$ cat src/rtl/core/psem_pkg.sv
// shared types, constants and result codes of the priority counting semaphore
`default_nettype none
package psem_pkg;

  localparam int MAX_WAITERS_DEF = 32;
  localparam int MAX_RESULTS = 32;
  localparam int COUNT_W = 16;
  localparam int ID_W = 5;
  localparam int PRIO_W = 8;
  localparam int NUM_W = 8;
  localparam int KIND_W = 3;

  localparam logic [KIND_W-1:0] KIND_GRANTED = 3'd0;
  localparam logic [KIND_W-1:0] KIND_QUEUED = 3'd1;
  localparam logic [KIND_W-1:0] KIND_WOKEN = 3'd2;
  localparam logic [KIND_W-1:0] KIND_SEND_DONE = 3'd3;
  localparam logic [KIND_W-1:0] KIND_FULL = 3'd4;

  localparam logic OP_TAKE = 1'b0;
  localparam logic OP_SEND = 1'b1;

  typedef struct packed {
    logic [ID_W-1:0]   id;
    logic [PRIO_W-1:0] prio;
  } psem_entry_t;

  typedef struct packed {
    logic              ins;
    logic              pop;
    logic [ID_W-1:0]   id;
    logic [PRIO_W-1:0] prio;
  } psem_cmd_t;

endpackage
`default_nettype wire

$ cat src/rtl/core/priority_counting_semaphore.sv
// top level: request control, unit counter, result register and the chain of queue cells
//
// Requests enter on s_axis_*: tuser carries op (0 take, 1 send), tdata carries
// task_id, priority_req and send_num. Results leave on m_axis_*: tuser carries
// kind, tdata carries result_task and count_after, tlast marks the final result
// of a request. cfg_wen with cfg_wdata loads the unit count and empties the queue;
// write it only while no request is in progress.
// One request is handled at a time. A take passes through the EXEC state and loads
// its result there once the result register is free. A send of zero goes from EXEC
// back to idle with no result; any other send adds the units it does not hand to
// waiters to the count in the ADD state, then loads either one SEND_DONE result or
// one WOKEN result per woken waiter (at most MAX_RESULTS), one result per cycle
// while the receiver takes them. The queue is a row of MAX_WAITERS cells: an insert
// places the new waiter by priority; a wake shifts the row one place to the head.
// The next request is taken the cycle after the final result is registered, even
// while that result still waits. A stalled receiver holds the result register and
// pauses the wake run. Reset clears the count and the queue and drops any result.
`default_nettype none
module priority_counting_semaphore
  import psem_pkg::*;
#(
  parameter int MAX_WAITERS = MAX_WAITERS_DEF
) (
  input  wire logic        clk,
  input  wire logic        rst,
  input  wire logic        cfg_wen,
  input  wire logic [7:0]  cfg_wdata,
  input  wire logic        s_axis_tvalid,
  output logic             s_axis_tready,
  input  wire logic [23:0] s_axis_tdata,  // task_id, priority_req, send_num, zero pad
  input  wire logic        s_axis_tuser,  // op
  output logic             m_axis_tvalid,
  input  wire logic        m_axis_tready,
  output logic [23:0]      m_axis_tdata,  // result_task, count_after, zero pad
  output logic [2:0]       m_axis_tuser,  // kind
  output logic             m_axis_tlast
);

  localparam int TW = $clog2(MAX_WAITERS + 1);
  localparam int CW = (TW > NUM_W) ? TW : NUM_W;
  localparam int RW = $clog2(MAX_RESULTS + 1);

  localparam logic [2:0] ST_IDLE = 3'd0;
  localparam logic [2:0] ST_EXEC = 3'd1;
  localparam logic [2:0] ST_ADD  = 3'd2;
  localparam logic [2:0] ST_DONE = 3'd3;
  localparam logic [2:0] ST_WAKE = 3'd4;

  logic [2:0]         state;
  logic [2:0]         state_next;
  logic               req_op;
  logic [ID_W-1:0]    req_id;
  logic [PRIO_W-1:0]  req_prio;
  logic [NUM_W-1:0]   req_num;
  logic [COUNT_W-1:0] count;
  logic [TW-1:0]      total;
  logic [RW-1:0]      wake_left;
  logic [NUM_W-1:0]   rest;

  logic               out_valid;
  logic [KIND_W-1:0]  out_kind;
  logic [ID_W-1:0]    out_task;
  logic [COUNT_W-1:0] out_count;
  logic               out_last;
  logic               out_free;
  logic               out_load;

  psem_cmd_t          cmd;
  psem_entry_t        ents [MAX_WAITERS];
  logic               afters [MAX_WAITERS];

  logic [CW-1:0]      num_c;
  logic [CW-1:0]      tot_c;
  logic [CW-1:0]      min_c;
  logic [CW-1:0]      wake_c;
  logic [COUNT_W:0]   sum;

  assign out_free = !out_valid || m_axis_tready;
  assign s_axis_tready = (state == ST_IDLE);

  assign m_axis_tvalid = out_valid;
  assign m_axis_tdata = {3'b000, out_count, out_task};
  assign m_axis_tuser = out_kind;
  assign m_axis_tlast = out_last;

  // wake count: min of units, waiters and the per-send limit
  assign num_c = CW'(req_num);
  assign tot_c = CW'(total);
  assign min_c = (num_c < tot_c) ? num_c : tot_c;
  assign wake_c = (min_c > CW'(MAX_RESULTS)) ? CW'(MAX_RESULTS) : min_c;
  assign sum = {1'b0, count} + (COUNT_W + 1)'(rest);

  always_comb begin
    cmd.ins = 1'b0;
    cmd.pop = 1'b0;
    cmd.id = req_id;
    cmd.prio = req_prio;
    out_load = 1'b0;
    state_next = state;
    unique case (state)
      ST_IDLE: begin
        if (s_axis_tvalid) state_next = ST_EXEC;
      end
      ST_EXEC: begin
        if (req_op == OP_SEND) begin
          state_next = (req_num == '0) ? ST_IDLE : ST_ADD;
        end else if (out_free) begin
          state_next = ST_IDLE;
          out_load = 1'b1;
          cmd.ins = (count == '0) && (total != TW'(MAX_WAITERS));
        end
      end
      ST_ADD: begin
        state_next = (wake_left == '0) ? ST_DONE : ST_WAKE;
      end
      ST_DONE: begin
        if (out_free) begin
          state_next = ST_IDLE;
          out_load = 1'b1;
        end
      end
      ST_WAKE: begin
        if (out_free) begin
          cmd.pop = 1'b1;
          out_load = 1'b1;
          if (wake_left == RW'(1)) state_next = ST_IDLE;
        end
      end
      default: state_next = ST_IDLE;
    endcase
  end

  always_ff @(posedge clk) begin
    if (rst) begin
      state <= ST_IDLE;
      count <= '0;
      total <= '0;
      out_valid <= 1'b0;
    end else begin
      state <= state_next;
      if (out_load) begin
        out_valid <= 1'b1;
      end else if (m_axis_tready) begin
        out_valid <= 1'b0;
      end
      if (cfg_wen) begin
        count <= COUNT_W'(cfg_wdata);
        total <= '0;
      end else begin
        unique case (state)
          ST_EXEC: begin
            if (req_op == OP_TAKE && out_free) begin
              if (count != '0) begin
                count <= count - COUNT_W'(1);
              end else if (total != TW'(MAX_WAITERS)) begin
                total <= total + TW'(1);
              end
            end
          end
          ST_ADD: begin
            count <= sum[COUNT_W] ? '1 : sum[COUNT_W-1:0];
          end
          ST_WAKE: begin
            if (out_free) begin
              total <= total - TW'(1);
            end
          end
          default: begin
          end
        endcase
      end
    end
  end

  always_ff @(posedge clk) begin
    if (s_axis_tvalid && s_axis_tready) begin
      req_op <= s_axis_tuser;
      req_id <= s_axis_tdata[4:0];
      req_prio <= s_axis_tdata[12:5];
      req_num <= s_axis_tdata[20:13];
    end
    if (state == ST_EXEC) begin
      wake_left <= wake_c[RW-1:0];
      rest <= req_num - wake_c[NUM_W-1:0];
    end
    if (state == ST_WAKE && out_free) begin
      wake_left <= wake_left - RW'(1);
    end
    unique case (state)
      ST_EXEC: begin
        if (req_op == OP_TAKE && out_free) begin
          out_task <= req_id;
          out_last <= 1'b1;
          if (count != '0) begin
            out_kind <= KIND_GRANTED;
            out_count <= count - COUNT_W'(1);
          end else if (total != TW'(MAX_WAITERS)) begin
            out_kind <= KIND_QUEUED;
            out_count <= count;
          end else begin
            out_kind <= KIND_FULL;
            out_count <= count;
          end
        end
      end
      ST_DONE: begin
        if (out_free) begin
          out_kind <= KIND_SEND_DONE;
          out_task <= '0;
          out_count <= count;
          out_last <= 1'b1;
        end
      end
      ST_WAKE: begin
        if (out_free) begin
          out_kind <= KIND_WOKEN;
          out_task <= ents[0].id;
          out_count <= count;
          out_last <= (wake_left == RW'(1));
        end
      end
      default: begin
      end
    endcase
  end

  for (genvar i = 0; i < MAX_WAITERS; i++) begin : g_cell
    psem_cell #(
      .IDX(i),
      .TW (TW)
    ) u_cell (
      .clk       (clk),
      .cmd       (cmd),
      .total     (total),
      .prev_ent  ((i == 0) ? ents[0] : ents[(i == 0) ? 0 : i - 1]),
      .prev_after((i == 0) ? 1'b0 : afters[(i == 0) ? 0 : i - 1]),
      .next_ent  ((i == MAX_WAITERS - 1) ? ents[i] : ents[(i == MAX_WAITERS - 1) ? i : i + 1]),
      .ent       (ents[i]),
      .after     (afters[i])
    );
  end

endmodule
`default_nettype wire

$ cat src/rtl/core/psem_cell.sv
// one wait queue slot: sorted insert from its upper neighbour, pop from its lower neighbour
`default_nettype none
module psem_cell
  import psem_pkg::*;
#(
  parameter int IDX = 0,
  parameter int TW = 6
) (
  input  wire logic        clk,
  input  wire psem_cmd_t   cmd,
  input  wire logic [TW-1:0] total,
  input  wire psem_entry_t prev_ent,
  input  wire logic        prev_after,
  input  wire psem_entry_t next_ent,
  output psem_entry_t      ent,
  output logic             after
);

  psem_entry_t new_ent;

  // slot lies behind the insert point: past the tail or holds a lower priority
  assign after = (TW'(IDX) >= total) || (ent.prio < cmd.prio);
  assign new_ent = '{id: cmd.id, prio: cmd.prio};

  always_ff @(posedge clk) begin
    if (cmd.pop) begin
      ent <= next_ent;
    end else if (cmd.ins && after) begin
      ent <= prev_after ? prev_ent : new_ent;
    end
  end

endmodule
`default_nettype wire

$ cat config.mk
export PLATFORM = sky130hd
export DESIGN_NAME = priority_counting_semaphore
export DESIGN_NICKNAME = d
export VERILOG_FILES = /design/src/rtl/core/psem_pkg.sv /design/src/rtl/core/priority_counting_semaphore.sv /design/src/rtl/core/psem_cell.sv
export SDC_FILE = /design/constraint.sdc
export NUM_CORES = 1
export LEC_CHECK = 0
export BUFFER_PORTS_ARGS = -buffer_cell sky130_fd_sc_hd__buf_4
export CAP_MARGIN = 40
export CORE_UTILIZATION = 66
export DETAILED_ROUTE_END_ITERATION = 12
export HOLD_SLACK_MARGIN = 0.05
export PLACE_DENSITY_LB_ADDON = 0.2
export SLEW_MARGIN = 40
export SYNTH_ARGS = -nofsm -noshare
export SYNTH_HDL_FRONTEND = slang
export SYNTH_SLANG_ARGS = --single-unit
$ cat constraint.sdc
create_clock -name clk -period 6.4 [get_ports clk]
set_clock_uncertainty 0.2 [all_clocks]
set_input_delay 0.32 -clock clk [delete_from_list [all_inputs] [get_ports clk]]
set_output_delay 0.32 -clock clk [all_outputs]
set_load 0.05 [all_outputs]
==> metrics.txt <==
largest family of logic cells by synthesized area compound AO/OA/AOI/OAI gates; Worst path depth 14; Final Max Tran Viols 0; Post-Layout Cell Count 3,632; DR WL/cell 25.0 um; grt total ovfl 0; Syn Inst Count 2,994; Max stage delay cell, worst path dfxtp_1; EDFF count, synth 477; cts repair resizes 0; leading cell types in the layout, fill and taps excluded nand2_1, edfxtp_1, nand3_1; CP bufs+invs 1; status finished, final reports clean; drt drc 0; largest net degree at the start of global routing 162; vias per std cell 7.03; routing usage on met2 61.8%; Final Hold Viols 0; CTS H-tree depth 2; CTS tree yes; placed cell count 3,486; setup slack, reg-to-reg 1.74 ns; sequential-to-total area share from yosys stat 48.5%; GRT met3 Usage 7.48%; worst setup path end rest[7]$_DFFE_PP_; Post-Synth Adder-Cell Area 10.4%; mux contribution to synthesized area 4.06%; WS Path Type reg2reg; Post-DP HPWL 60.9 mm; CP Max Fanout 16; layout cells sized above 1 8.58%; Starting Density 67.1%; Slew HR 41.7%; met1 Use GR 50.1%; period utilisation layout 72.8%; port bufs 61; Post-Syn Area 30,600 sq um; FF-to-FF End rest[7]$_DFFE_PP_; Final setup violation count 0; CP cell instances inv_1, ha_1, o21a_1, o211ai_1, o21ai_1, nor3b_1, a31oi_1, ha_1, a21o_1, a21o_1, a21o_1, a2111oi_0, nor3_1, xnor2_1; vias in the first global route 25,423; setup bufs post-CTS 0; Compound-Gate Fraction of Synth Area 16.6%; unrepaired setup endpoints after global routing false; FF+latch count, synth 503; Async SR Flop Fraction 0%; initial antenna violation count 1; Die W 217 um; Via Count 25,516; cell repeated most along the worst path a21o_1; max-cap viol count 0; Area Growth Syn to Fin 9.99%; global-route wire length before repair 141 mm; final RePlAce weighted congestion 0.926; core area 45,600 sq um; Max IR drop VDD 0.330 mV; boundary pin count 68; Iteration-0 DRC Markers 3,514; simple-gate area share of the yosys netlist 15.3%; slowest stage delay, CP 0.72 ns; worst hold path type in2reg; Setup TNS 0 ns; Total Wirelength 90.8 mm; max frequency 215 MHz; Reg-to-Reg Start total[3]$_SDFFE_PP0P_; Setup crit start kind flop; Pre-antenna DRT Iters 6; crit end category flop; crit path DAT 4.82 ns; clk_lat worst skew 0.62 ns; Cell variety after synth 72; Worst-Margin Slew 0.875 ns; CTS root buf clkbuf_16; Top delay family on crit path compound AO/OA/AOI/OAI gates; Final Total Pwr 0.0110 W; Nets 3,280; most common cell after layout, fill and taps aside nand2_1; remaining antenna violation count 0; PwrDens 327 nW/um^2; # rows 78; GR Util All Layers 38.6%; xor/xnor share of the synthesized area 1.20%; CTS sink count 503; crit path launch total[3]$_SDFFE_PP0P_; fin crit period 4.66 ns; reg2reg path depth 14; WP data required 6.56 ns; Lkg Pwr 12.2 nW; global routing's busiest layer met2; maximum buffer depth of the clock tree 3; Post-Syn Area per Cell 10.2 sq um; top_reg_cell synth edfxtp_1; Inserted Clock Buffers 54; Yosys Warn Count 0; Die ar. 47,200 sq um; Clock transition at path regs 0.07 ns; Die Y 217 um
[routing by layer]
| layer | share of wire [%] | vias to the layer above |
|---|---|---|
| met1 | 38 | 12265 |
| met5 | 0 | - |
| met2 | 47 | 1581 |
| met3 | 10 | 318 |
| met4 | 5.0 | 0 |
| li1 | - | 11352 |
[tightest hold or removal path, delay by kind of cell]
family          cells  cell delay [ns]
compound gates      2             0.16
simple gates        1             0.18
buf+inv             1             0.19
[how the worst min path moves through the flow]
stage	startpoint	end	slack, ns	depth (start not counted)
finish	cfg_wen	count[9]$_SDFFE_PP0P_	0.09	4
global route	cfg_wen	count[8]$_SDFFE_PP0P_	0.13	4
CTS	cfg_wen	count[9]$_SDFFE_PP0P_	0.06	4
detailed placement	s_axis_tdata[15]	num_c[2]$_DFFE_PP_	0.30	1
global placement	s_axis_tdata[10]	req_prio[5]$_DFFE_PP_	0.30	1
floorplan	s_axis_tdata[13]	num_c[0]$_DFFE_PP_	0.22	0
[where the power goes]
group	leakage, nW	switching [W]	internal, W
Clock	0.851	0.00135	0.00180
Combinational	6.72	0.00198	0.00104
Sequential	4.61	0.000445	0.00439
[metrics by stage]
step / util [%] / instance area [sq um] / worst slack [ns] / hold WS, ns
2_1_floorplan: - / 30600 / 2.30 / 0.219
3_3_place_gp: 68.9 / 31400 / 1.76 / 0.298
3_5_place_dp: 69.0 / 31400 / 1.78 / 0.299
4_1_cts: 73.8 / 33600 / 1.76 / 0.0553
5_1_grt: 73.8 / 33600 / 1.47 / 0.126
6_report: 73.8 / 33700 / 1.74 / 0.0863
[state kept, by name, summed over array words and instances, names as in the netlist]
name               flops
out_task               5
rest                   8
m_axis_tuser           3
req_id                 5
m_axis_tvalid          1
num_c                  8
total                  6
req_prio               8
out_count             16
count                 16
g_cell.u_cell.ent    416
wake_left              6
m_axis_tlast           1
state                  3
req_op                 1
[area by class of cell]
class / instances / area [sq um]
sequential: 503 / 14800
multi-input combinational: 2216 / 14700
fill: 3107 / 11900
antenna: 1 / 2.50
tap: 600 / 751
clock buffer: 74 / 1540
clock inverter: 25 / 194
inverter: 33 / 124
timing repair buffer: 180 / 1520
[kinds of logic (layout without fill, tap and decap cells)]
| kind of cell | after synthesis | after routing |
|---|---|---|
| flip-flops | 503 | 503 |
| AO/OA/AOI/OAI | 749 | 749 |
| other | 2 | 5 |
| AND/OR/NAND/NOR | 1045 | 1045 |
| buffers and inverters | 277 | 312 |
| adder cells (fa/ha/maj) | 254 | 254 |
| multiplexers | 122 | 122 |
| XOR/XNOR | 42 | 42 |
[synth_stat cells, types with 6 or more instances]
cell type | count | area, sq um
xor2_1 | 16 | 140
buf_6 | 10 | 113
a21boi_0 | 12 | 90.1
o21bai_1 | 6 | 45.0
a211oi_1 | 27 | 203
a21o_1 | 45 | 338
edfxtp_1 | 477 | 14300
mux2_2 | 13 | 146
a31oi_1 | 9 | 56.3
nand2b_1 | 21 | 131
a2111oi_0 | 9 | 78.8
o211ai_1 | 292 | 2190
buf_1 | 33 | 124
nand2_1 | 517 | 1940
nor3_1 | 26 | 130
mux2i_1 | 108 | 1080
inv_1 | 33 | 124
dfxtp_1 | 26 | 521
nand3_1 | 316 | 1580
a211o_1 | 8 | 70.1
o21ai_0 | 149 | 746
nor2b_1 | 11 | 68.8
o21a_1 | 10 | 75.1
o31ai_1 | 7 | 52.6
nor4_1 | 10 | 62.6
nand4_1 | 12 | 75.1
clkbuf_1 | 182 | 683
nor3b_1 | 15 | 113
o221ai_1 | 8 | 70.1
o22ai_1 | 15 | 93.8
nor2_1 | 87 | 327
o2111ai_1 | 23 | 201
buf_2 | 11 | 55.1
a21oi_1 | 101 | 505
xnor2_1 | 26 | 228
ha_1 | 252 | 3150
[timing repair]
item	4_1_cts	5_1_grt
hold endpoints to repair	37	0
hold buffers	46	0
setup endpoints to repair	0	0
Power figures use the tool's default switching activity.
